==> config.mk <==
export PLATFORM = sky130hd
export DESIGN_NAME = cc20_queue
export DESIGN_NICKNAME = d
export VERILOG_FILES = /design/src/rtl/cc20_pkg.sv /design/src/rtl/cc20_queue.sv
export SDC_FILE = /design/constraint.sdc
export NUM_CORES = 1
export LEC_CHECK = 0
export ABC_AREA = 1
export BUFFER_PORTS_ARGS = -buffer_cell sky130_fd_sc_hd__buf_2
export CORE_ASPECT_RATIO = 0.5
export CORE_MARGIN = 2
export CORE_UTILIZATION = 55
export CTS_CLUSTER_SIZE = 10
export DETAILED_ROUTE_END_ITERATION = 10
export HOLD_SLACK_MARGIN = 0.1
export PLACE_DENSITY_LB_ADDON = 0.1
export SLEW_MARGIN = 40
export SYNTH_ARGS = -nofsm -noshare
export SYNTH_HDL_FRONTEND = slang
export SYNTH_SLANG_ARGS = --single-unit
==> constraint.sdc <==
create_clock -name aclk -period 3.2 [get_ports aclk]
set_input_delay 0.96 -clock aclk [delete_from_list [all_inputs] [get_ports aclk]]
set_output_delay 0.96 -clock aclk [all_outputs]
set_load 0.02 [all_outputs]
==> src/rtl/cc20_pkg.sv <==
`default_nettype none
package cc20_pkg;

    localparam int ROUND_COUNT = 20;
    localparam int STEP_COUNT  = 2 * ROUND_COUNT;
    localparam int STEP_W      = $clog2(STEP_COUNT);
    localparam int QDEPTH      = 4;
    localparam int QPTR_W      = $clog2(QDEPTH);
    localparam int QCNT_W      = QPTR_W + 1;
    localparam int CFG_IDX_W   = 3;

    typedef enum logic [CFG_IDX_W-1:0] {
        CFG_KEY0,
        CFG_KEY1,
        CFG_KEY2,
        CFG_KEY3,
        CFG_NONCE,
        CFG_START
    } cfg_idx_t;

    typedef enum logic [1:0] {
        BK_RUN,
        BK_ROUND,
        BK_FINAL
    } bk_state_t;

    typedef struct packed {
        logic [7:0]  data;
        logic        last;
        logic        new_block;
        logic [5:0]  pos;
        logic [31:0] ctr;
    } item_t;

    typedef struct packed {
        logic [63:0] k0;
        logic [63:0] k1;
        logic [63:0] k2;
        logic [63:0] k3;
        logic [63:0] nonce;
    } key_t;

    typedef logic [15:0][31:0] blk_t;

    function automatic logic [31:0] rotl(input logic [31:0] x, input int n);
        return (x << n) | (x >> (32 - n));
    endfunction

    function automatic logic [127:0] qr_half(input logic [31:0] a, input logic [31:0] b,
                                             input logic [31:0] c, input logic [31:0] d,
                                             input logic second);
        logic [31:0] a2;
        logic [31:0] b2;
        logic [31:0] c2;
        logic [31:0] d2;
        a2 = a + b;
        d2 = second ? rotl(d ^ a2, 8) : rotl(d ^ a2, 16);
        c2 = c + d2;
        b2 = second ? rotl(b ^ c2, 7) : rotl(b ^ c2, 12);
        return {a2, b2, c2, d2};
    endfunction

    function automatic blk_t make_init(input key_t k, input logic [31:0] ctr);
        blk_t s;
        s      = '0;
        s[0]   = k.k0[31:0];
        s[1]   = k.k0[63:32];
        s[2]   = k.k1[31:0];
        s[3]   = k.k1[63:32];
        s[4]   = k.k2[31:0];
        s[5]   = k.k2[63:32];
        s[6]   = k.k3[31:0];
        s[7]   = k.k3[63:32];
        s[8]   = k.nonce[31:0];
        s[9]   = k.nonce[63:32];
        s[12]  = ctr;
        return s;
    endfunction

endpackage
`default_nettype wire

==> src/rtl/cc20_queue.sv <==
`default_nettype none
module cc20_queue (
    input  wire logic             aclk,
    input  wire logic             aresetn,
    input  wire logic             push,
    input  wire cc20_pkg::item_t  push_item,
    output logic                  push_ready,
    input  wire logic             pop,
    output logic                  head_valid,
    output cc20_pkg::item_t       head
);
    import cc20_pkg::*;

    item_t             mem_reg [QDEPTH];
    logic [QPTR_W-1:0] wr_reg;
    logic [QPTR_W-1:0] rd_reg;
    logic [QCNT_W-1:0] cnt_reg;

    assign push_ready = (cnt_reg != QCNT_W'(QDEPTH));
    assign head_valid = (cnt_reg != '0);
    assign head       = mem_reg[rd_reg];

    always_ff @(posedge aclk) begin
        if (push) begin
            mem_reg[wr_reg] <= push_item;
        end
    end

    always_ff @(posedge aclk) begin
        if (!aresetn) begin
            wr_reg  <= '0;
            rd_reg  <= '0;
            cnt_reg <= '0;
        end else begin
            if (push) begin
                wr_reg <= wr_reg + QPTR_W'(1);
            end
            if (pop) begin
                rd_reg <= rd_reg + QPTR_W'(1);
            end
            if (push && !pop) begin
                cnt_reg <= cnt_reg + QCNT_W'(1);
            end else if (pop && !push) begin
                cnt_reg <= cnt_reg - QCNT_W'(1);
            end
        end
    end

    a_no_overflow: assert property (@(posedge aclk) disable iff (!aresetn)
        push |-> push_ready) else $error("push into full queue");
    a_no_underflow: assert property (@(posedge aclk) disable iff (!aresetn)
        pop |-> head_valid) else $error("pop from empty queue");
    a_cnt_bound: assert property (@(posedge aclk) disable iff (!aresetn)
        cnt_reg <= QCNT_W'(QDEPTH)) else $error("queue count out of range");

endmodule
`default_nettype wire

### Word-level counts from Yosys, hierarchy flattened

Memories as Yosys holds them, arrays and structs flattened. A register that Yosys moved wholly into a read port is not among the register bits.
Index checks and enable logic that the tools add are counted.

| cells by class | value |
|---|---|
| mux-type cells | 6 |
| add/sub/neg operators | 4 |
| equal/unequal tests | 1 |
| reductions and logical operators | 6 |

Operators by type and width:

| operator | count |
|---|---|
| two-way mux 3 bit | 2 |
| adder 2 x 1 -> 2 bit (second input constant) | 2 |
| two-way mux 2 bit | 2 |
| adder 3 x 1 -> 3 bit (second input constant) | 1 |
| inequality test 3 bit (second input constant) | 1 |
| nonzero test 3 bit | 1 |
| subtractor 3 x 1 -> 3 bit (second input constant) | 1 |
| logical AND 1 bit | 2 |
| zero test 1 bit | 2 |
| two-way mux 1 bit | 2 |
| nonzero test 2 bit | 1 |

| storage, ports and cells | value |
|---|---|
| register bits after elaboration | 7 |
| output and inout port bits | 50 |
| RAM bits | 192 |
| logic and storage cells | 21 |
| memories | 1 |

Memory list:

| memory | words | bits a word | rd ports | clocked after Yosys merged registers in | write ports | line | RTL |
|---|---|---|---|---|---|---|---|
| mem_reg | 4 | 48 | 1 | 1 | 1 | cc20_queue.sv:14 | `item_t mem_reg [QDEPTH];` |

### Longest topological paths before layout

| depth | value |
|---|---|
| depth after elaboration | 4 |
| gate-level depth with buffers | 10 |

### Worst setup path before layout

Ideal clock, no wire load.

| timing path | value |
|---|---|
| kind | in2reg |
| start | input port push |
| end | memory mem_reg[0][0] (netlist bit), enable pin |
| data required time | 2798 ps |
| buffers on the path | 0 |
| arrival time | 1933 ps |
| setup slack | 865 ps |
| stages on the path | 2 |
| cell sequence | nand2_1 > inv_1 |

| on the way | value |
|---|---|
| longest elaborated chain between the ends | 2 |

Ends and longest elaborated chain:

| element | line | RTL |
|---|---|---|
| start: declaration | cc20_queue.sv:5 | `input wire logic push,` |
| two-way mux 1 bit | cc20_queue.sv:24 | `if (push) begin` |
| two-way mux 1 bit (implied by the code) | cc20_queue.sv:25 | `mem_reg[wr_reg] <= push_item;` |
| end: declaration | cc20_queue.sv:14 |  |

No other way between the ends.

==> impl_metrics.json <==
{
  "outcome": "finished, final reports clean",
  "area_growth_syn_to_layout_pct": 17.8,
  "ir_worst_vdd_uv": 465,
  "fin_crit_sh_pct": 92.8,
  "gp_congestion": 0.747,
  "rows": 30,
  "antenna_found_initial": 1,
  "clk_pin_slew_ns": 0.05,
  "final_cells": 834,
  "startpoint_type": "register",
  "synth_flop_cell": "edfxtp_1",
  "ys_types": 23,
  "drt_first_pass_iters": 4,
  "synth_edf_count": 192,
  "fill_cells": 1002,
  "min_path_type": "register to register",
  "min_period_ns": 2.97,
  "drc_errors": 0,
  "ys_seq_area_share_pct": 78.0,
  "maxSlewViolCount": 0,
  "netSwitchingFraction_pct": 23.0,
  "cts_setup_buffers": 0,
  "power-per-cell-area_nw_per_um2": 665,
  "vias": 4591,
  "diodes": 0,
  "largest_reg_flops": 192,
  "p_leak_uw": 0.00319,
  "skew_ns": 0.00956,
  "tightest_slew_ns": 0.582,
  "critPathCaptureType": "output pin",
  "io_pins": 102,
  "portBuffers": 101,
  "cts_tree": "built",
  "dieArea_sq_um": 14900,
  "die_w_um": 170,
  "routed_wl_mm": 14.8,
  "initial_core_util_pct": 56.2,
  "required_ns": 2.24,
  "clkLatencyLatePin_ns": 0.49,
  "fin_tns_setup_ns": 0,
  "multi_input_area_sq_um": 1370,
  "synth.area.top_cells": "edfxtp_1 76%, o21ai_0 6.1%, nor2_1 4.4%",
  "cts.repair.resized": 0,
  "hold_violations": 0,
  "synth_async_sr_flop_share_pct": 0,
  "slew_headroom_pct": 61.2,
  "drtIter0Drc": 303,
  "p_int_uw": 4600,
  "drv_cap": 0,
  "critical_path_class": "register to output pin",
  "cts.sinks": 201,
  "post_drt_wl_per_cell_um": 17.7,
  "clockPowerShare_pct": 39.2,
  "nNetsFinal": 691,
  "p_sw_uw": 1370,
  "syn-num-nets": 581,
  "finalSetupViolations": 0,
  "h-tree-depth": 1,
  "grt-ovfl-total": 0,
  "place_inst": 799,
  "p_comb_share_pct": 10.0,
  "yosys-top-cells-count": "192 x edfxtp_1, 93 x o21ai_0, 89 x nor2_1",
  "grt_pass1_vias": 4462,
  "yosysMostFrequentCell": "edfxtp_1",
  "synth_top_area_cell": "edfxtp_1",
  "rsz0062_at_grt": "no",
  "cts_hold_buf": 0,
  "synth-seq-cells": 201,
  "cts_buffers": 24,
  "clk_path_buf_depth": 3,
  "critPathArrivalTime_ns": 2.01,
  "vias_per_cell": 5.50,
  "drive_above_1_share_pct": 24.8,
  "grt_max_degree": 59,
  "avgSynthCellArea_sq_um": 14.6,
  "seqCellArea_sq_um": 5950,
  "p_seq_share_pct": 50.8,
  "synthCells": 523,
  "syn_area_sq_um": 7620,
  "cts_root_buffer": "clkbuf_16",
  "cp_max_fo": 58,
  "max_freq_ghz": 0.337,
  "antenna_left": 0,
  "yosys_warnings": 0,
  "dpl.hpwl_mm": 8.50,
  "grt_pass1_wl_mm": 23.0,
  "synth_top_area_share_pct": 75.7,
  "fp.coreArea_sq_um": 13600,
  "die_y_um": 87.2,
  "grt_usage_pct": 20.4
}
[per-stage QoR]
stage / area (sq um) / setup WS (ns) / total power [uW] / hold slack (ns) / util [%]
2_1_floorplan: 7620 / 0.865 / 3470 / 0.412 / -
3_3_place_gp: 8310 / 0.779 / 3680 / 0.424 / 61.3
3_5_place_dp: 8310 / 0.743 / 3690 / 0.421 / 61.3
4_1_cts: 8970 / 0.213 / 6020 / 0.435 / 66.2
5_1_grt: 8970 / 0.0770 / 6180 / 0.450 / 66.2
6_report: 8970 / 0.232 / 5970 / 0.436 / 66.2
[critical path, stage by stage (launching register included)]
cell and delay, ns:
dfxtp_4 0.37, buf_4 0.48, o21ai_0 0.19, o22ai_1 0.24, buf_2 0.21
[power groups by stage]
stage,sequential [uW],combinational (uW),clock [uW]
3_3_place_gp,3080,597,0
6_report,3030,599,2340
2_1_floorplan,3080,383,0
4_1_cts,3030,607,2380
3_5_place_dp,3090,604,0
5_1_grt,3040,658,2490
[cell type report]
class / instances / area share, %
clock inverter: 1 / 0.0976
tap: 192 / 2.68
clock buffer: 34 / 7.35
multi-input combinational: 273 / 15.3
inverter: 18 / 0.809
timing repair buffer: 115 / 7.50
sequential: 201 / 66.3
[cell usage in the layout, fill, tap and decap left out]
cell       instances
inv_2              5
ha_1               5
buf_12             5
inv_6              2
fa_1               1
nor2_2            10
o22ai_1           48
buf_2            101
nand3_1            3
buf_4              9
dfxtp_2            1
clkbuf_1           9
a21oi_1            5
dfxtp_4            1
edfxtp_1         192
nand2_1            9
dfxtp_1            7
clkbuf_16         25
o21ai_0           93
nand4_1            1
o21ai_1            9
inv_1             12
nor2_1            89
[layer usage]
metal | wire, um | share of wire (%) | track usage, %
met5 | 7 | 0.047 | 0
met4 | 203 | 1.4 | 4.90
met3 | 883 | 6.0 | 3.82
met2 | 6820 | 46 | 32.8
met1 | 6830 | 46 | 29.5
[logic make-up (layout without fill, tap and decap cells)]
kind of cell | after synthesis | in the layout | synth area share [%]
flops | 201 | 201 | 78.0
compound gates | 155 | 155 | 11.0
simple gates | 112 | 112 | 5.93
buf+inv | 49 | 168 | 4.01
fa+ha+maj | 6 | 6 | 1.08
[final timing paths]
check	from	endpoint	slack (ns)	cells after the start
worst max-delay path	register	head[31]	0.23	4
worst min-delay path	rd_reg[1]$_SDFFE_PN0P_	register	0.44	1
worst max register to register	wr_reg[0]$_SDFFE_PN0P_	mem_reg[0][42]$_DFFE_PP_	1.57	5
worst min register to register	rd_reg[1]$_SDFFE_PN0P_	register	0.44	1
(Power assumes the default switching activity.)
