### src/rtl/cc20_pkg.sv
`default_nettype none
package cc20_pkg;

    localparam int ROUND_COUNT = 20;
    localparam int STEP_COUNT  = 2 * ROUND_COUNT;
    localparam int STEP_W      = $clog2(STEP_COUNT);
    localparam int QDEPTH      = 4;
    localparam int QPTR_W      = $clog2(QDEPTH);
    localparam int QCNT_W      = QPTR_W + 1;
    localparam int CFG_IDX_W   = 3;

    typedef enum logic [CFG_IDX_W-1:0] {
        CFG_KEY0,
        CFG_KEY1,
        CFG_KEY2,
        CFG_KEY3,
        CFG_NONCE,
        CFG_START
    } cfg_idx_t;

    typedef enum logic [1:0] {
        BK_RUN,
        BK_ROUND,
        BK_FINAL
    } bk_state_t;

    typedef struct packed {
        logic [7:0]  data;
        logic        last;
        logic        new_block;
        logic [5:0]  pos;
        logic [31:0] ctr;
    } item_t;

    typedef struct packed {
        logic [63:0] k0;
        logic [63:0] k1;
        logic [63:0] k2;
        logic [63:0] k3;
        logic [63:0] nonce;
    } key_t;

    typedef logic [15:0][31:0] blk_t;

    function automatic logic [31:0] rotl(input logic [31:0] x, input int n);
        return (x << n) | (x >> (32 - n));
    endfunction

    function automatic logic [127:0] qr_half(input logic [31:0] a, input logic [31:0] b,
                                             input logic [31:0] c, input logic [31:0] d,
                                             input logic second);
        logic [31:0] a2;
        logic [31:0] b2;
        logic [31:0] c2;
        logic [31:0] d2;
        a2 = a + b;
        d2 = second ? rotl(d ^ a2, 8) : rotl(d ^ a2, 16);
        c2 = c + d2;
        b2 = second ? rotl(b ^ c2, 7) : rotl(b ^ c2, 12);
        return {a2, b2, c2, d2};
    endfunction

    function automatic blk_t make_init(input key_t k, input logic [31:0] ctr);
        blk_t s;
        s      = '0;
        s[0]   = k.k0[31:0];
        s[1]   = k.k0[63:32];
        s[2]   = k.k1[31:0];
        s[3]   = k.k1[63:32];
        s[4]   = k.k2[31:0];
        s[5]   = k.k2[63:32];
        s[6]   = k.k3[31:0];
        s[7]   = k.k3[63:32];
        s[8]   = k.nonce[31:0];
        s[9]   = k.nonce[63:32];
        s[12]  = ctr;
        return s;
    endfunction

endpackage
`default_nettype wire

### src/rtl/cc20_front.sv
`default_nettype none
module cc20_front (
    input  wire logic                            aclk,
    input  wire logic                            aresetn,
    input  wire logic                            s_valid,
    output logic                                 s_ready,
    input  wire logic [7:0]                      s_data_byte,
    input  wire logic                            s_last_byte,
    input  wire logic                            cfg_valid,
    output logic                                 cfg_ready,
    input  wire logic [cc20_pkg::CFG_IDX_W-1:0]  cfg_index,
    input  wire logic [63:0]                     cfg_data,
    output cc20_pkg::key_t                       key,
    output logic                                 q_push,
    output cc20_pkg::item_t                      q_item,
    input  wire logic                            q_ready
);
    import cc20_pkg::*;

    key_t        key_reg;
    logic [31:0] start_reg;
    logic        in_msg_reg;
    logic [5:0]  pos_reg;
    logic [31:0] ctr_reg;
    logic [31:0] ctr_use;
    logic [5:0]  pos_use;

    assign cfg_ready = 1'b1;
    assign s_ready   = q_ready;
    assign q_push    = s_valid && q_ready;
    assign key       = key_reg;
    assign ctr_use   = in_msg_reg ? ctr_reg : start_reg;
    assign pos_use   = in_msg_reg ? pos_reg : 6'd0;

    always_comb begin
        q_item           = '0;
        q_item.data      = s_data_byte;
        q_item.last      = s_last_byte;
        q_item.new_block = (pos_use == 6'd0);
        q_item.pos       = pos_use;
        q_item.ctr       = ctr_use;
    end

    always_ff @(posedge aclk) begin
        if (!aresetn) begin
            key_reg   <= '0;
            start_reg <= 32'd1;
        end else if (cfg_valid) begin
            case (cfg_idx_t'(cfg_index))
                CFG_KEY0:  key_reg.k0    <= cfg_data;
                CFG_KEY1:  key_reg.k1    <= cfg_data;
                CFG_KEY2:  key_reg.k2    <= cfg_data;
                CFG_KEY3:  key_reg.k3    <= cfg_data;
                CFG_NONCE: key_reg.nonce <= cfg_data;
                CFG_START: start_reg     <= cfg_data[31:0];
                default: ;
            endcase
        end
    end

    always_ff @(posedge aclk) begin
        if (!aresetn) begin
            in_msg_reg <= 1'b0;
            pos_reg    <= '0;
            ctr_reg    <= 32'd1;
        end else if (q_push) begin
            if (pos_use == 6'd0) begin
                ctr_reg <= ctr_use + 32'd1;
            end else begin
                ctr_reg <= ctr_use;
            end
            if (s_last_byte) begin
                in_msg_reg <= 1'b0;
                pos_reg    <= '0;
            end else begin
                in_msg_reg <= 1'b1;
                pos_reg    <= pos_use + 6'd1;
            end
        end
    end

endmodule
`default_nettype wire

### config.mk
export PLATFORM = sky130hd
export DESIGN_NAME = cc20_front
export DESIGN_NICKNAME = d
export VERILOG_FILES = /design/src/rtl/cc20_pkg.sv /design/src/rtl/cc20_front.sv
export SDC_FILE = /design/constraint.sdc
export NUM_CORES = 1
export LEC_CHECK = 0
export BUFFER_PORTS_ARGS = -buffer_cell sky130_fd_sc_hd__buf_2
export CORE_UTILIZATION = 33
export DETAILED_ROUTE_END_ITERATION = 6
export PLACE_DENSITY = 0.62
export SLEW_MARGIN = 40
export SYNTH_ARGS = -nofsm -noshare
export SYNTH_HDL_FRONTEND = slang
export SYNTH_SLANG_ARGS = --single-unit
export TNS_END_PERCENT = 1
### constraint.sdc
create_clock -name aclk -period 2.8 [get_ports aclk]
set_clock_uncertainty 0.05 [all_clocks]
set_input_delay 0.14 -clock aclk [delete_from_list [all_inputs] [get_ports aclk]]
set_output_delay 0.14 -clock aclk [all_outputs]
set_load 0.03 [all_outputs]
---- Yosys cells after proc, flatten, opt, wreduce, memory -nomap -nowiden ----
Cells that the tools add are included.
operators by class
  multiplexer cells ....................... 5
  reductions and logical operators ........ 9
  add/sub/neg operators ................... 2
  eq/ne operators ......................... 5
operator list
  kind                   count
  $mux 32                2
  $add 32x1->32 const B  1
  $mux 6                 2
  $reduce_and 2->1       6
  $add 6x1->6 const B    1
  $eq 3x2->1 const B     2
  $eq 3x3->1 const B     2
  $logic_not 6->1        1
  $eq 3x1->1 const B     1
  $logic_not 3->1        1
  $logic_and 1x1->1      1
  $mux 1                 1
storage, ports and cells
  bits of input ports ..................... 81
  output and inout bits ................... 371
  flip-flop bits (word level) ............. 391
  word-level logic and storage cells ...... 30

---- Depth between registers and ports, before layout ----
Gate-level depths: netlist of run 1.
  depth in word-level cells ............... 3
  mapped depth ............................ 13
  mapped depth without buffers ............ 8

---- Least setup slack after synthesis of run 1 ----
No wires, ideal clock.
  kind .................................... register to register
  start ................................... register in_msg_reg
  end ..................................... register ctr_reg[30]
  period minus slack after synthesis ...... 2,864 ps
  data required time ...................... 2,633 ps
  cell stages (with the launch flop) ...... 12
  arrival time ............................ 2,697 ps
  buffers on the path ..................... 5
  setup slack ............................. -64 ps
  setup time .............................. 117 ps
  cell sequence ........................... dfxtp_1 > buf_4 > buf_2 > buf_2 > buf_2 > mux2_2 > ha_1 > and3_1 > buf_2 > nand4_1 > or4_1 > a32o_1
RTL lines
  element                 RTL line          RTL
  from (decl)             cc20_front.sv:22  logic in_msg_reg;
  from (signal assigned)  cc20_front.sv:63  in_msg_reg <= 1'b0;
  from (signal assigned)  cc20_front.sv:73  in_msg_reg <= 1'b0;
  from (signal assigned)  cc20_front.sv:76  in_msg_reg <= 1'b1;
  to (signal assigned)    cc20_front.sv:68  ctr_reg <= ctr_use + 32'd1;
  to (signal assigned)    cc20_front.sv:70  ctr_reg <= ctr_use;
  to (decl)               cc20_front.sv:24  logic [31:0] ctr_reg;

---- Final worst setup path of run 1 ----
  start ................................... register in_msg_reg
  end ..................................... register ctr_reg[24]
on the way
  cells in the longest elaborated chain, start to end .. 3
  elaborated cells on any way between the ends .. 5
  those cells by class .................... add/sub: 1; mux: 3; reduce/logical: 1
RTL lines
  element                                           RTL line                            RTL
  $mux 32 or $mux 6 (tied branches)                 cc20_front.sv:32, cc20_front.sv:33
  $add 32x1->32 or $logic_not 6->1 (tied branches)  cc20_front.sv:68, cc20_front.sv:67
  $mux 32 (*)                                       cc20_front.sv:67                    if (pos_use == 6'd0) begin
Mark *: on every way between the ends. The rest lies on a longest branch, timed or not.
A chain may end at the register's enable or synchronous reset.

==> flow_summary.yaml, run 1 <==
status:
  status: "finished clean"
cts:
  clock_sinks: 391
  cts_max_path_buffers: 3
  cts_root_buf: "clkbuf_16"
  clk_latency_ns: 0.57
  cts_tree: "built"
  htreeDepth: 2
  cts_made_buffers: 45
  clk_pin_slew_ns: 0.05
worst_setup_path:
  crit_required_ns: 3.21
  worstRegToRegCells: 6
  crit_type: "reg -> reg"
  crit_path_start_kind: "flop"
  worstSetupEndpointType: "flop"
  critPathArrivalTime_ns: 2.94
  crit_fanout: 20
global_routing:
  grt_usage: 0.224
  grt_max_degree: 188
  antenna_found_initial: 3
  grt_overflow_total: 0
  grt_pass1_vias: 14500
  grt_pass1_wl_um: 85900
sta:
  rsz0062_at_grt: "false"
  final.period_utilization: 0.904
  tightest_slew_ns: 0.882
  setup_viol: 0
  max_freq_ghz: 0.395
  tns_ns: 0
  layout_min_cycle_time_ns: 2.53
  relSlewSlack: 0.412
  slew_viol_final: 0
  fin_ws_ns: 0.268
  hold_viol_final: 0
logic_synthesis:
  yosysSeqAreaShare: 0.495
  synth-edff-count: 0
  synth_ff_type: "dfxtp_1"
  ys_warn_count: 0
  syn_nets: 1999
  synth.avg_cell_area_um2: 8.26
  ys_types: 54
  synth_cells: 1915
  yosysTopAreaCell: "dfxtp_1"
  synth_area_um2: 15800
  async_flop_share: 0
  ys_seq_elements: 391
  synth.top_cells.by_area: "dfxtp_1 (49%), nand2_1 (18%), a21boi_0 (17%)"
  synth_top_area_frac: 0.495
route:
  first_iter_violations: 896
  post_drt_wl_per_cell_um: 18.7
  antenna_left: 0
  wirelength_um: 56000
  drt_pass1_iterations: 5
  vias: 14900
  drt-vias-per-instance: 4.99
  drc: 0
die:
  die_area_um2: 48800
  rows: 79
  initial_utilization: 0.337
  coreArea_um2: 47000
  die_h_um: 221
  chipWidth_um: 221
  boundaryPins: 452
finish:
  finalInstanceArea_um2: 20700
  drive_gt1_frac: 0.239
  areaGrowthSynthToFinish_pct: 30.5
  seq_area_um2: 7830
  fin_cells: 2991
  nNetsFinal: 2433
  largest_reg_flops: 320
  multi_input_area_um2: 7360
  fill_cells: 4609
placed_design:
  gp_congestion: 0.874
  place_worst_setup_slack_ns: 0.282
  placed_cell_area_um2: 18600
  place_inst: 2843
  place_hpwl_um: 37800
  port_buffers: 434
job:
  maxCapViolations: 0
power:
  p_leak_nw: 8.52
  power_density_nw_per_um2: 608
  total_power_mw: 12.6
  ir_worst_vdd_mv: 0.442
hold_path:
  holdCritPathClass: "in -> reg"
  min_path_cells: 5
[critical path, cell delays in order (launching register included)]
cell and delay (ns):
dfxtp_2 0.46, buf_4 0.22, nand4b_1 0.21, a21oi_2 0.49, nand3_2 0.28, or4_1 0.46, a32o_1 0.26
[final timing paths]
path | start | endpoint | slack (ns)
worst max-delay path | in_msg_reg$_SDFFE_PN0P_ | ctr_reg[24]$_SDFFE_PN0P_ | 0.27
worst max register to register | in_msg_reg$_SDFFE_PN0P_ | ctr_reg[24]$_SDFFE_PN0P_ | 0.27
worst min register to register | key[80]$_SDFFE_PN0P_ | key[80]$_SDFFE_PN0P_ | 0.41
worst min-delay path | q_ready | ctr_reg[6]$_SDFFE_PN0P_ | 0.17
[synth_stat cells, types with 5 or more instances]
library cell	n
and3_1	8
or4_1	9
o21ai_0	15
clkbuf_1	117
nand4b_1	6
mux2i_1	13
buf_2	9
nor2b_1	5
buf_1	10
nand4_1	14
and2_1	13
mux2_2	19
nor2_1	8
o311ai_0	6
nand2_1	749
dfxtp_1	391
buf_4	12
nand3_1	53
o31ai_1	6
o211ai_1	10
a21oi_1	9
inv_1	17
a21boi_0	357
[cell type report]
cell class / count / share of cell area
Multi-Input combinational cell: 1358 / 0.356
Sequential cell: 391 / 0.379
Inverter: 17 / 0.00309
Timing Repair Buffer: 536 / 0.156
Clock buffer: 69 / 0.0634
Tap cell: 607 / 0.0368
Clock inverter: 10 / 0.00521
Antenna cell: 3 / 0.000363
[cells by family (layout without fill, tap and decap cells)]
logic type	after synthesis	in the layout	share of synthesized area
AO/OA/AOI/OAI	423	423	0.200
XOR/XNOR	7	7	0.00387
other	1	4	0.000237
buffers and inverters	166	632	0.0434
multiplexers	32	32	0.0217
AND/OR/NAND/NOR	892	892	0.233
adder cells (fa/ha/maj)	3	3	0.00237
flip-flops	391	391	0.495
[where the power goes]
part	leakage [nW]	internal (mW)	switching [mW]	total [mW]
Clock	0.696	3.39	2.33	5.72
Combinational	4.66	0.362	0.730	1.09
Sequential	3.16	5.68	0.0686	5.75
[routing by layer]
| metal | GRT usage | vias to the layer above | wire length (um) |
|---|---|---|---|
| met4 | 0.0850 | 0 | 1660 |
| met5 | 0 | - | 0 |
| met2 | 0.379 | 518 | 26700 |
| met3 | 0.0544 | 90 | 4310 |
| met1 | 0.273 | 7141 | 23300 |
| li1 | - | 7186 | - |
[layout by cell type, fill, tap and decap left out, types with 4 or more instances in the layout]
cell type and count:
a21boi_0 357, a21oi_1 9, a31oi_1 4, and2_1 11
and3_1 6, and4_1 4, buf_12 9, buf_2 433
buf_4 27, clkbuf_1 17, clkbuf_16 47, clkbuf_8 5
clkinv_2 6, dfxtp_1 390, dlygate4sd3_1 66, inv_1 17
mux2_2 18, mux2i_1 13, nand2_1 747, nand3_1 51
nand3b_1 4, nand4_1 14, nand4b_1 6, nor2_1 7
nor2b_1 5, o211ai_1 10, o21ai_0 15, o311ai_0 6
o31ai_1 6, or4_1 9, xnor2_1 4
[metrics by stage]
step	hold WS [ns]	utilization
floorplan	0.214	-
finish	0.167	0.440
detailed placement	0.230	0.396
CTS	0.124	0.440
global placement	0.230	0.395
global route	0.211	0.440
[timing repair]
action / in CTS / in global routing
setup buffers: 0 / 0
resized for setup: 0 / 0
hold endpoints to repair: 363 / 0
hold buffers: 66 / 0
(Power assumes the default switching activity.)
==> inputs of run 2 (changes only) <==
--- a/config.mk
+++ b/config.mk
@@ -6,9 +6,9 @@
 export NUM_CORES = 1
 export LEC_CHECK = 0
 export BUFFER_PORTS_ARGS = -buffer_cell sky130_fd_sc_hd__buf_2
-export CORE_UTILIZATION = 33
+export CORE_UTILIZATION = 30
 export DETAILED_ROUTE_END_ITERATION = 6
-export PLACE_DENSITY = 0.62
+export PLACE_DENSITY = 0.58
 export SLEW_MARGIN = 40
 export SYNTH_ARGS = -nofsm -noshare
 export SYNTH_HDL_FRONTEND = slang
==> run 2 against run 1 <==
  * Worst setup slack gained 0.0061 ns
  * Via count grew 0.33%
  * Non-clock buffer count fell by 4
  * Total power grew 3.0%
  * First-iteration DRC count fell by 13%
  * Cell count is 2.2% higher
  * Die area up 9.9%
  * Clock-buffer cell count down 3
  * Flip-flop and latch count unchanged
  * Clock power rose by 6.5%
  * Combinational power about the same
  * Core utilization is 3.7 points lower
  * Critical path type unchanged
==> flow_summary.yaml, run 2 (synthesis results as in run 1) <==
status:
  status: "finished clean"
finish:
  mostFrequentLayoutCells: "nand2_1 (747), buf_2 (433), dfxtp_1 (390)"
  areaGrowthSynthToFinish_pct: 31.6
  drive_gt1_frac: 0.241
  nNetsFinal: 2429
  final_common_cell: "nand2_1"
  finalInstanceArea_um2: 20800
  largest_reg_flops: 320
die:
  boundaryPins: 452
  initial_utilization: 0.306
  die_h_um: 232
  chipWidth_um: 232
  rows: 83
  die_area_um2: 53700
  coreArea_um2: 51700
cts:
  clk_latency_ns: 0.58
  cts_max_path_buffers: 3
  cts_made_buffers: 45
  cts_root_buf: "clkbuf_16"
  clock_sinks: 391
  clk_pin_slew_ns: 0.06
  htreeDepth: 2
  cts_tree: "built"
sta:
  rsz0062_at_grt: "false"
  slew_viol_final: 0
  final.period_utilization: 0.902
  tightest_slew_ns: 0.998
  layout_min_cycle_time_ns: 2.53
  hold_viol_final: 0
  max_freq_ghz: 0.396
  relSlewSlack: 0.335
  setup_viol: 0
  tns_ns: 0
worst_setup_path:
  worstRegToRegCells: 7
  crit_type: "reg -> reg"
  worstSetupEndpointType: "flop"
  regToRegEndpoint: "ctr_reg[30]$_SDFFE_PN0P_"
  ff2ff_setup_slack_ns: 0.27
  crit_required_ns: 3.20
  rr_startpoint: "in_msg_reg$_SDFFE_PN0P_"
  crit_fanout: 25
  crit_path_start_kind: "flop"
  critPathArrivalTime_ns: 2.93
power:
  p_leak_nw: 8.56
  ir_worst_vdd_mv: 0.512
  power_density_nw_per_um2: 621
hold_path:
  hold_start: "cfg_index[1]"
  min_path_cells: 5
  hold_end: "key[156]$_SDFFE_PN0P_"
  holdCritPathClass: "in -> reg"
global_routing:
  grt_pass1_wl_um: 86500
  grt_pass1_vias: 14500
  grt_overflow_total: 0
  grt_usage: 0.208
  antenna_found_initial: 3
  grt_max_degree: 207
placed_design:
  place_hpwl_um: 37500
  port_buffers: 434
  gp_congestion: 0.864
  placed_cell_area_um2: 18600
route:
  antenna_left: 0
  first_iter_violations: 780
  post_drt_wl_per_cell_um: 18.8
  drt_pass1_iterations: 5
  vias: 15000
  drt-vias-per-instance: 4.90
  wirelength_um: 57400
  drc: 0
job:
  maxCapViolations: 0
## run 2: cell count changes in the layout (fill, tap and decap cells not counted), moves of 2 or more
cell	delta
bufinv_16	+2
diode_2	-2
clkbuf_8	+8
inv_6	+2
clkbuf_1	-9
buf_4	-7
clkbuf_16	-2
## run 2: metrics by stage
stage | utilization | instances | total power, mW | setup WS (ns) | hold WS, ns
6_report | 0.403 | 3058 | 12.9 | 0.275 | 0.0530
5_1_grt | 0.403 | 3058 | 13.4 | 0.0978 | 0.0712
4_1_cts | 0.403 | 3057 | 13.1 | 0.258 | 0.0213
3_5_place_dp | 0.360 | 2911 | 6.89 | 0.287 | 0.230
3_3_place_gp | 0.360 | 2911 | 6.88 | 0.345 | 0.230
2_1_floorplan | - | 1915 | 6.48 | 0.0233 | 0.214
## run 2: how the worst max path moves through the flow
stage / start / endpoint / slack, ns / depth (start not counted)
3_5_place_dp: in_msg_reg$_SDFFE_PN0P_ / ctr_reg[30]$_SDFFE_PN0P_ / 0.29 / 7
5_1_grt: in_msg_reg$_SDFFE_PN0P_ / ctr_reg[30]$_SDFFE_PN0P_ / 0.1 / 7
3_3_place_gp: in_msg_reg$_SDFFE_PN0P_ / ctr_reg[31]$_SDFFE_PN0P_ / 0.34 / 6
2_1_floorplan: in_msg_reg$_SDFFE_PN0P_ / ctr_reg[31]$_SDFFE_PN0P_ / 0.02 / 12
6_report: in_msg_reg$_SDFFE_PN0P_ / ctr_reg[30]$_SDFFE_PN0P_ / 0.27 / 7
4_1_cts: in_msg_reg$_SDFFE_PN0P_ / ctr_reg[30]$_SDFFE_PN0P_ / 0.26 / 7
## run 2: routing by layer
| metal | vias to the layer above | global-route usage | routed length, um |
|---|---|---|---|
| li1 | 7191 | - | - |
| met4 | 4 | 0.0777 | 1750 |
| met5 | - | 0 | 27 |
| met3 | 111 | 0.0565 | 4350 |
| met1 | 7173 | 0.250 | 24000 |
| met2 | 505 | 0.352 | 27200 |
## run 2: power by group
| part | total [mW] | internal [mW] | switching [mW] |
|---|---|---|---|
| Clock | 6.09 | 3.66 | 2.42 |
| Sequential | 5.75 | 5.68 | 0.0687 |
| Combinational | 1.10 | 0.360 | 0.736 |
## run 2: repair_timing
action / CTS / global route
gates resized for setup: 0 / 0
buffers inserted: 0 / 0
endpoints found under the hold margin: 377 / 0
hold buffers: 67 / 0
setup endpoints to repair: 0 / 0
## run 2: cell type report
class / count / area (um^2)
fill: 5262 / 30900
sequential: 391 / 7830
multi-input combinational: 1358 / 7360
timing repair buffer: 532 / 3210
clock buffer: 66 / 1340
tap: 680 / 851
clock inverter: 13 / 180
inverter: 17 / 63.8
antenna: 1 / 2.50
## run 2: worst max-delay path, cell delays in order (launching register included)
cell,delay [ns]
dfxtp_2,0.65
nand2_1,0.21
nand2_1,0.16
ha_1,0.16
and3_1,0.31
nand4_1,0.18
or4_1,0.42
a32o_1,0.26
